### config.mk
export PLATFORM = sky130hd
export DESIGN_NAME = fifo_with_remove_by_key
export DESIGN_NICKNAME = d
export VERILOG_FILES = /design/src/fwrk_pkg.sv /design/src/fwrk_ram.sv /design/src/fifo_with_remove_by_key.sv
export SDC_FILE = /design/constraint.sdc
export NUM_CORES = 1
export LEC_CHECK = 0
export ABC_AREA = 0
export BUFFER_PORTS_ARGS = -buffer_cell sky130_fd_sc_hd__clkbuf_2
export CAP_MARGIN = 5
export CORE_UTILIZATION = 40
export CTS_CLUSTER_DIAMETER = 50
export DETAILED_ROUTE_END_ITERATION = 10
export GPL_TIMING_DRIVEN = 0
export SLEW_MARGIN = 20
export SYNTH_ARGS = -nofsm -noshare
export SYNTH_HDL_FRONTEND = slang
export SYNTH_SLANG_ARGS = --single-unit
### constraint.sdc
create_clock -name clock -period 7.5 [get_ports clock]
set_input_delay 2.25 -clock clock [delete_from_list [all_inputs] [get_ports clock]]
set_output_delay 2.25 -clock clock [all_outputs]
set_load 0.02 [all_outputs]
### src/fwrk_pkg.sv
`timescale 1ns / 1ps
// -----------------------------------------------------------------------------
// fwrk_pkg - shared definitions for the keyed-removal FIFO
// Sizes, stream packing positions and request opcodes.
// -----------------------------------------------------------------------------
package fwrk_pkg;

   localparam int DEPTH      = 16;
   localparam int KEY_BITS   = 16;
   localparam int VALUE_BITS = 16;
   localparam int ADDR_BITS  = $clog2(DEPTH);
   localparam int CNT_BITS   = $clog2(DEPTH + 1);
   localparam int ENTRY_BITS = KEY_BITS + VALUE_BITS;

   localparam int OP_BITS       = 2;
   localparam int REQ_DATA_BITS = ((KEY_BITS + VALUE_BITS + 7) / 8) * 8;

   // response tdata: key, value, count, empty flag from bit 0 up
   localparam int RSP_VALUE_LSB = KEY_BITS;
   localparam int RSP_CNT_LSB   = KEY_BITS + VALUE_BITS;
   localparam int RSP_EMPTY_BIT = RSP_CNT_LSB + CNT_BITS;
   localparam int RSP_USED_BITS = RSP_EMPTY_BIT + 1;
   localparam int RSP_DATA_BITS = ((RSP_USED_BITS + 7) / 8) * 8;

   typedef enum logic [OP_BITS-1:0] {
      OP_ENQUEUE = 2'd0,
      OP_DEQUEUE = 2'd1,
      OP_REMOVE  = 2'd2
   } opcode_type;

endpackage

### src/fwrk_ram.sv
`timescale 1ns / 1ps
// -----------------------------------------------------------------------------
// fwrk_ram - generic single-write, single-read RAM
// One write port and one read port; read data is registered.
// -----------------------------------------------------------------------------
module fwrk_ram #(
   parameter int WIDTH = 32,
   parameter int DEPTH = 16
) (
   input  logic                     clock,
   input  logic                     wr_en,
   input  logic [$clog2(DEPTH)-1:0] wr_addr,
   input  logic [WIDTH-1:0]         wr_data,
   input  logic [$clog2(DEPTH)-1:0] rd_addr,
   output logic [WIDTH-1:0]         rd_data
);

   logic [WIDTH-1:0] mem_ff [DEPTH];
   logic [WIDTH-1:0] rd_data_ff;

   always_ff @(posedge clock) begin
      if (wr_en) begin
         mem_ff[wr_addr] <= wr_data;
      end
      rd_data_ff <= mem_ff[rd_addr];
   end

   assign rd_data = rd_data_ff;

endmodule

### src/fifo_with_remove_by_key.sv
`timescale 1ns / 1ps
// -----------------------------------------------------------------------------
// fifo_with_remove_by_key - bounded FIFO of key/value pairs with keyed removal
// Enqueue at the tail, dequeue from the head, remove the first matching key.
// -----------------------------------------------------------------------------
// The queue is a compacting store in one RAM with the head at address 0, so
// one read port and one write port do all the work. An enqueue, and any
// request that fails at once (full, empty, unused opcode), is answered
// from the idle state. A dequeue or a remove first scans from the head, one
// entry per cycle through the registered read port, until the key matches
// (a dequeue matches the head), then moves every later entry down one
// place, again one per cycle. One request is in work at a time, and a new
// one is taken only after the previous item has left the response register.
// No clearing pass follows reset.
module fifo_with_remove_by_key (
   input  logic                              clock,
   input  logic                              reset,
   input  logic                              req_tvalid,
   output logic                              req_tready,
   // key_id, item_value
   input  logic [fwrk_pkg::REQ_DATA_BITS-1:0] req_tdata,
   // opcode
   input  logic [fwrk_pkg::OP_BITS-1:0]       req_tuser,
   output logic                              rsp_tvalid,
   input  logic                              rsp_tready,
   // out_key, out_value, entry_count, is_empty, zero pad
   output logic [fwrk_pkg::RSP_DATA_BITS-1:0] rsp_tdata,
   // ok
   output logic                              rsp_tuser
);

   import fwrk_pkg::*;

   typedef enum logic [1:0] {
      ST_IDLE,
      ST_SCAN,
      ST_SHIFT
   } state_type;

   state_type               state_ff, state_in;
   logic [CNT_BITS-1:0]     count_ff, count_in;
   logic [CNT_BITS-1:0]     rd_idx_ff, rd_idx_in;
   logic                    pend_ff, pend_in;
   logic [CNT_BITS-1:0]     pend_idx_ff, pend_idx_in;
   logic [KEY_BITS-1:0]     key_ff, key_in;
   logic                    deq_ff, deq_in;

   logic                    rsp_valid_ff, rsp_valid_in;
   logic                    rsp_ok_ff, rsp_ok_in;
   logic [KEY_BITS-1:0]     rsp_key_ff, rsp_key_in;
   logic [VALUE_BITS-1:0]   rsp_value_ff, rsp_value_in;
   logic [CNT_BITS-1:0]     rsp_count_ff, rsp_count_in;
   logic                    rsp_empty_ff, rsp_empty_in;

   logic                    ram_wr_en;
   logic [ADDR_BITS-1:0]    ram_wr_addr;
   logic [ENTRY_BITS-1:0]   ram_wr_data;
   logic [ADDR_BITS-1:0]    ram_rd_addr;
   logic [ENTRY_BITS-1:0]   ram_rd_data;

   logic                    req_accept;
   logic                    more_to_read;
   logic                    hit;
   logic [CNT_BITS-1:0]     shift_addr;
   logic [KEY_BITS-1:0]     req_key;
   logic [VALUE_BITS-1:0]   req_value;

   assign req_tready   = (state_ff == ST_IDLE) && !rsp_valid_ff;
   assign req_accept   = req_tvalid && req_tready;
   assign req_key      = req_tdata[KEY_BITS-1:0];
   assign req_value    = req_tdata[KEY_BITS +: VALUE_BITS];
   assign more_to_read = rd_idx_ff < count_ff;
   assign hit          = pend_ff && (deq_ff || (ram_rd_data[KEY_BITS-1:0] == key_ff));
   assign shift_addr   = pend_idx_ff - 1'b1;
   assign ram_rd_addr  = rd_idx_ff[ADDR_BITS-1:0];

   fwrk_ram #(
      .WIDTH (ENTRY_BITS),
      .DEPTH (DEPTH)
   ) u_ram (
      .clock   (clock),
      .wr_en   (ram_wr_en),
      .wr_addr (ram_wr_addr),
      .wr_data (ram_wr_data),
      .rd_addr (ram_rd_addr),
      .rd_data (ram_rd_data)
   );

   always_comb begin
      state_in     = state_ff;
      count_in     = count_ff;
      rd_idx_in    = rd_idx_ff;
      pend_in      = pend_ff;
      pend_idx_in  = pend_idx_ff;
      key_in       = key_ff;
      deq_in       = deq_ff;
      rsp_valid_in = rsp_valid_ff;
      rsp_ok_in    = rsp_ok_ff;
      rsp_key_in   = rsp_key_ff;
      rsp_value_in = rsp_value_ff;
      rsp_count_in = rsp_count_ff;
      rsp_empty_in = rsp_empty_ff;
      ram_wr_en    = 1'b0;
      ram_wr_addr  = '0;
      ram_wr_data  = '0;

      if (rsp_valid_ff && rsp_tready) begin
         rsp_valid_in = 1'b0;
      end

      case (state_ff)
         ST_IDLE: begin
            if (req_accept) begin
               key_in       = req_key;
               deq_in       = 1'b0;
               rd_idx_in    = '0;
               pend_in      = 1'b0;
               // failure answer unless a branch below says otherwise
               rsp_valid_in = 1'b1;
               rsp_ok_in    = 1'b0;
               rsp_key_in   = '0;
               rsp_value_in = '0;
               rsp_count_in = count_ff;
               rsp_empty_in = (count_ff == '0);
               case (opcode_type'(req_tuser))
                  OP_ENQUEUE: begin
                     if (count_ff < CNT_BITS'(DEPTH)) begin
                        ram_wr_en    = 1'b1;
                        ram_wr_addr  = count_ff[ADDR_BITS-1:0];
                        ram_wr_data  = {req_value, req_key};
                        count_in     = count_ff + 1'b1;
                        rsp_ok_in    = 1'b1;
                        rsp_key_in   = req_key;
                        rsp_value_in = req_value;
                        rsp_count_in = count_ff + 1'b1;
                        rsp_empty_in = 1'b0;
                     end
                  end
                  OP_DEQUEUE, OP_REMOVE: begin
                     if (count_ff != '0) begin
                        rsp_valid_in = 1'b0;
                        deq_in       = (opcode_type'(req_tuser) == OP_DEQUEUE);
                        state_in     = ST_SCAN;
                     end
                  end
                  default: begin
                  end
               endcase
            end
         end

         ST_SCAN: begin
            if (more_to_read) begin
               pend_in     = 1'b1;
               pend_idx_in = rd_idx_ff;
               rd_idx_in   = rd_idx_ff + 1'b1;
            end else begin
               pend_in = 1'b0;
            end
            if (hit) begin
               // hold the hit in the response register, restart reads after it
               rsp_key_in   = ram_rd_data[KEY_BITS-1:0];
               rsp_value_in = ram_rd_data[KEY_BITS +: VALUE_BITS];
               rd_idx_in    = pend_idx_ff + 1'b1;
               pend_in      = 1'b0;
               state_in     = ST_SHIFT;
            end else if (!pend_ff && !more_to_read) begin
               rsp_valid_in = 1'b1;
               rsp_ok_in    = 1'b0;
               rsp_key_in   = '0;
               rsp_value_in = '0;
               rsp_count_in = count_ff;
               rsp_empty_in = 1'b0;
               state_in     = ST_IDLE;
            end
         end

         ST_SHIFT: begin
            if (more_to_read) begin
               pend_in     = 1'b1;
               pend_idx_in = rd_idx_ff;
               rd_idx_in   = rd_idx_ff + 1'b1;
            end else begin
               pend_in = 1'b0;
            end
            if (pend_ff) begin
               // move the entry just read down one place
               ram_wr_en   = 1'b1;
               ram_wr_addr = shift_addr[ADDR_BITS-1:0];
               ram_wr_data = ram_rd_data;
            end
            if (!pend_ff && !more_to_read) begin
               count_in     = count_ff - 1'b1;
               rsp_valid_in = 1'b1;
               rsp_ok_in    = 1'b1;
               rsp_count_in = count_ff - 1'b1;
               rsp_empty_in = (count_ff == CNT_BITS'(1));
               state_in     = ST_IDLE;
            end
         end

         default: begin
            state_in = ST_IDLE;
         end
      endcase
   end

   always_ff @(posedge clock) begin
      if (reset) begin
         state_ff     <= ST_IDLE;
         count_ff     <= '0;
         rd_idx_ff    <= '0;
         pend_ff      <= 1'b0;
         rsp_valid_ff <= 1'b0;
      end else begin
         state_ff     <= state_in;
         count_ff     <= count_in;
         rd_idx_ff    <= rd_idx_in;
         pend_ff      <= pend_in;
         rsp_valid_ff <= rsp_valid_in;
      end
      pend_idx_ff  <= pend_idx_in;
      key_ff       <= key_in;
      deq_ff       <= deq_in;
      rsp_ok_ff    <= rsp_ok_in;
      rsp_key_ff   <= rsp_key_in;
      rsp_value_ff <= rsp_value_in;
      rsp_count_ff <= rsp_count_in;
      rsp_empty_ff <= rsp_empty_in;
   end

   assign rsp_tvalid = rsp_valid_ff;
   assign rsp_tuser  = rsp_ok_ff;
   assign rsp_tdata  = RSP_DATA_BITS'({rsp_empty_ff, rsp_count_ff, rsp_value_ff, rsp_key_ff});

endmodule

==> impl_metrics.toml <==
[synth]
ys_ff_latch = 619
synth_most_common_cell = "edfxtp_1"
synth_edf_count = 573
synth-async-reset-ratio_pct = 0
post_synth_inst_count = 1162
syn_area_per_cell_um2 = 20.9
yosysTopAreaCellShare_pct = 70.8
synthFlopType = "edfxtp_1"
netlist_area_mm2 = 0.0243
yosysSeqAreaShare_pct = 74.6
synth_cell_types = 59
synthTopCellsByCount = "edfxtp_1 (573), mux4_2 (160), a22o_1 (65)"
synth_warnings = 0
synthTopCellsByArea = "edfxtp_1 (71%), mux4_2 (15%), dfxtp_1 (3.8%), a22o_1 (2.3%), ha_1 (0.93%)"
yosysTopAreaCell = "edfxtp_1"

[setup_path]
rr_startpoint = "state_ff[0]$_SDFFE_PP0P_"
slowest_delay_ns = 0.72
path_cells = "clkbuf_2, inv_1, ha_1, buf_2, nor2b_1, and2_1, buf_2, nand2_1, o21ai_0, nand2_1, nor2_4, buf_12"
cp_max_fo = 17
critPathCaptureType = "register"
crit_type = "input pin to register"
crit_buf_inv = 5
ff2ff_path_depth = 11
cp-startpoint = "req_tuser[1]"
startpoint_type = "input pin"
arrival_ns = 5.16
reg2reg_slack_ns = 3.62
critical_path_depth = 12
required_ns = 7.80
cpLargestDelayFamily = "simple AND/OR/NAND/NOR gates"
endpoint = "u_ram.mem_ff[9][12]$_DFFE_PP_"
crit_path_top_delay_cell = "nor2_4"
r2r-end = "u_ram.mem_ff[9][12]$_DFFE_PP_"

[cts]
clock-root-buffer = "clkbuf_16"
cts-resized-gates = 0
clock_latency_ns = 0.61
tritoncts = "done"
postCtsSetupBuffers = 0
holdBufCountCts = 0
numCtsBuffers = 66
htree_levels = 3
clock_path_buffers = 3
cts.sinks = 619
cts.clk_slew.worst_paths_ns = 0.06

[route]
ant_nets = 0
drc_errors = 0
vias = 12300
drt_wl_total_mm = 60.6
avgViaCountPerCell = 5.70
drt_pass1_iterations = 5
wl_per_cell_um = 28.0
drt-initial-drc-count = 1227

[timing]
setup_violations = 0
fmax_ghz = 0.205
min_period_ns = 4.87
slew_viol_final = 0
rsz0062_at_grt = "false"
max_slew_margin_pct = 26.0
skew_ns = 0.0245
final.period_utilization_pct = 64.9
tightest_slew_ns = 1.11
hold_violations = 0
holdWs_ns = 0.498
tns_ns = 0

[power_and_ir_drop]
p_per_area_mw_per_mm2 = 252
combPwrFrac_pct = 2.8
p_int_uw = 5690
ir_drop_uv = 177
leakage_uw = 0.00919
p_seq_share_pct = 52.8
switching_power_uw = 1510
p_total_uw = 7200
p_clk_share_pct = 44.3
netSwitchingFraction_pct = 21.0

[cells_and_area]
final_layout_size_suffix_gt1_share_pct = 30.8
fin_cells = 2167
fillers = 4905
area_growth_pct = 17.9
fin_nets = 1396
diodes = 0

[floorplan]
rows = 89
core_mm2 = 0.0595
pin_count = 81
die_y_um = 248
initial_core_util_pct = 40.8
die_w_um = 248
fp.dieArea_mm2 = 0.0617

[grt]
grt_usage_pct = 19.9
grt_pass1_wl_mm = 87.8
first_global_vias = 12500
grt.overflow.total = 0
antenna_found_initial = 0
grt_max_degree = 24

[place]
gp_congestion = 0.851
dpl.hpwl_mm = 38.1
place_inst = 2045
portBuffers = 78

[job]
drv_cap = 0

[worst_hold_path]
hp-class = "register to register"

[status]
outcome = "complete, no violations"
-- how the worst min path moves through the flow --
stage                              startpoint                       end  depth (start not counted)
global placement    rd_idx_ff[0]$_SDFFE_PP0P_  pend_idx_ff[0]$_DFFE_PP_                          0
global route        rd_idx_ff[2]$_SDFFE_PP0P_  pend_idx_ff[2]$_DFFE_PP_                          0
CTS                 rd_idx_ff[2]$_SDFFE_PP0P_  pend_idx_ff[2]$_DFFE_PP_                          0
finish              rd_idx_ff[2]$_SDFFE_PP0P_  pend_idx_ff[2]$_DFFE_PP_                          0
floorplan           rd_idx_ff[2]$_SDFFE_PP0P_  pend_idx_ff[2]$_DFFE_PP_                          0
detailed placement  rd_idx_ff[2]$_SDFFE_PP0P_  pend_idx_ff[2]$_DFFE_PP_                          0
-- logic make-up (layout without fill, tap and decap cells) --
| logic type | count (synthesis) | in the layout | share of synthesized area [%] |
|---|---|---|---|
| muxes | 163 | 163 | 15.0 |
| AOI/OAI and AO/OA | 135 | 135 | 4.35 |
| and+or+nand+nor | 114 | 114 | 2.39 |
| xor gates and xnor gates | 28 | 28 | 1.01 |
| adders and majority gates | 18 | 18 | 0.927 |
| buffers and inverters | 84 | 315 | 1.72 |
| DFF | 619 | 619 | 74.6 |
| other | 1 | 2 | 0.0154 |
-- worst register-to-register path: stages (launching register included) --
cell and delay [ns]:
dfxtp_1 0.34, inv_1 0.11, ha_1 0.33, and3b_1 0.20, buf_2 0.56, and2_1 0.23
buf_2 0.23, nand2_1 0.11, o21ai_0 0.15, nand2_1 0.31, nor2_4 0.72, buf_12 0.27
-- power by group through the flow --
stage	Clock (uW)	Sequential, uW	Combinational, uW
after global routing	3380	3810	219
after floorplan	0	3900	85.0
final	3190	3810	205
after CTS	3240	3810	207
after detailed placement	0	3880	206
after global placement	0	3880	189
-- cell type report --
type | instances | area, um^2 | area share [%]
clock buffer | 89 | 1830 | 6.39
sequential | 619 | 18100 | 63.3
multi-input combinational | 460 | 5880 | 20.5
clock inverter | 33 | 294 | 1.03
timing repair buffer | 109 | 1120 | 3.90
tap | 773 | 967 | 3.38
inverter | 17 | 63.8 | 0.223
buffer | 67 | 360 | 1.26
-- state kept, by name, indices dropped and copies added (netlist names) --
register and flops:
pend_idx_ff 5, rsp_value_ff 16, u_ram.rd_data 32, u_ram.mem_ff 512
key_ff 16, rsp_tvalid 1, rsp_empty_ff 1, pend_ff 1
rsp_key_ff 16, count_ff 5, rsp_tuser 1, rsp_count_ff 5
rd_idx_ff 5, state_ff 2, deq_ff 1
-- per-stage QoR --
stage | setup WS [ns] | instance area [um^2] | utilization (%)
5_1_grt | 2.44 | 28600 | 48.2
3_5_place_dp | 2.07 | 26500 | 44.6
4_1_cts | 2.70 | 28600 | 48.2
3_3_place_gp | -0.218 | 25600 | 43.1
6_report | 2.63 | 28600 | 48.2
2_1_floorplan | 2.19 | 24300 | -
-- placed cells by master, fill, tap and decap left out, drive strengths merged, types with 4 or more instances in the layout --
master      n
edfxtp    573
clkbuf    202
mux4      160
a22o       65
buf        63
dfxtp      46
nor2       33
nand2      29
inv        24
o21ai      22
xor2       20
clkinv     19
ha         18
a21oi      11
nand3       9
xnor2       8
nor2b       7
nor3        7
o21a        6
nand2b      6
a21boi      5
and2        5
nor4        5
a31oi       5
a221oi      4
clkinvlp    4
-- routing by layer --
| metal | wire length (um) | GRT usage (%) |
|---|---|---|
| met1 | 25500 | 27.2 |
| met2 | 29300 | 31.7 |
| met3 | 4410 | 4.31 |
| met4 | 1400 | 6.46 |
| met5 | 0 | 0 |
Note: power is estimated with default switching activity, not from simulation.
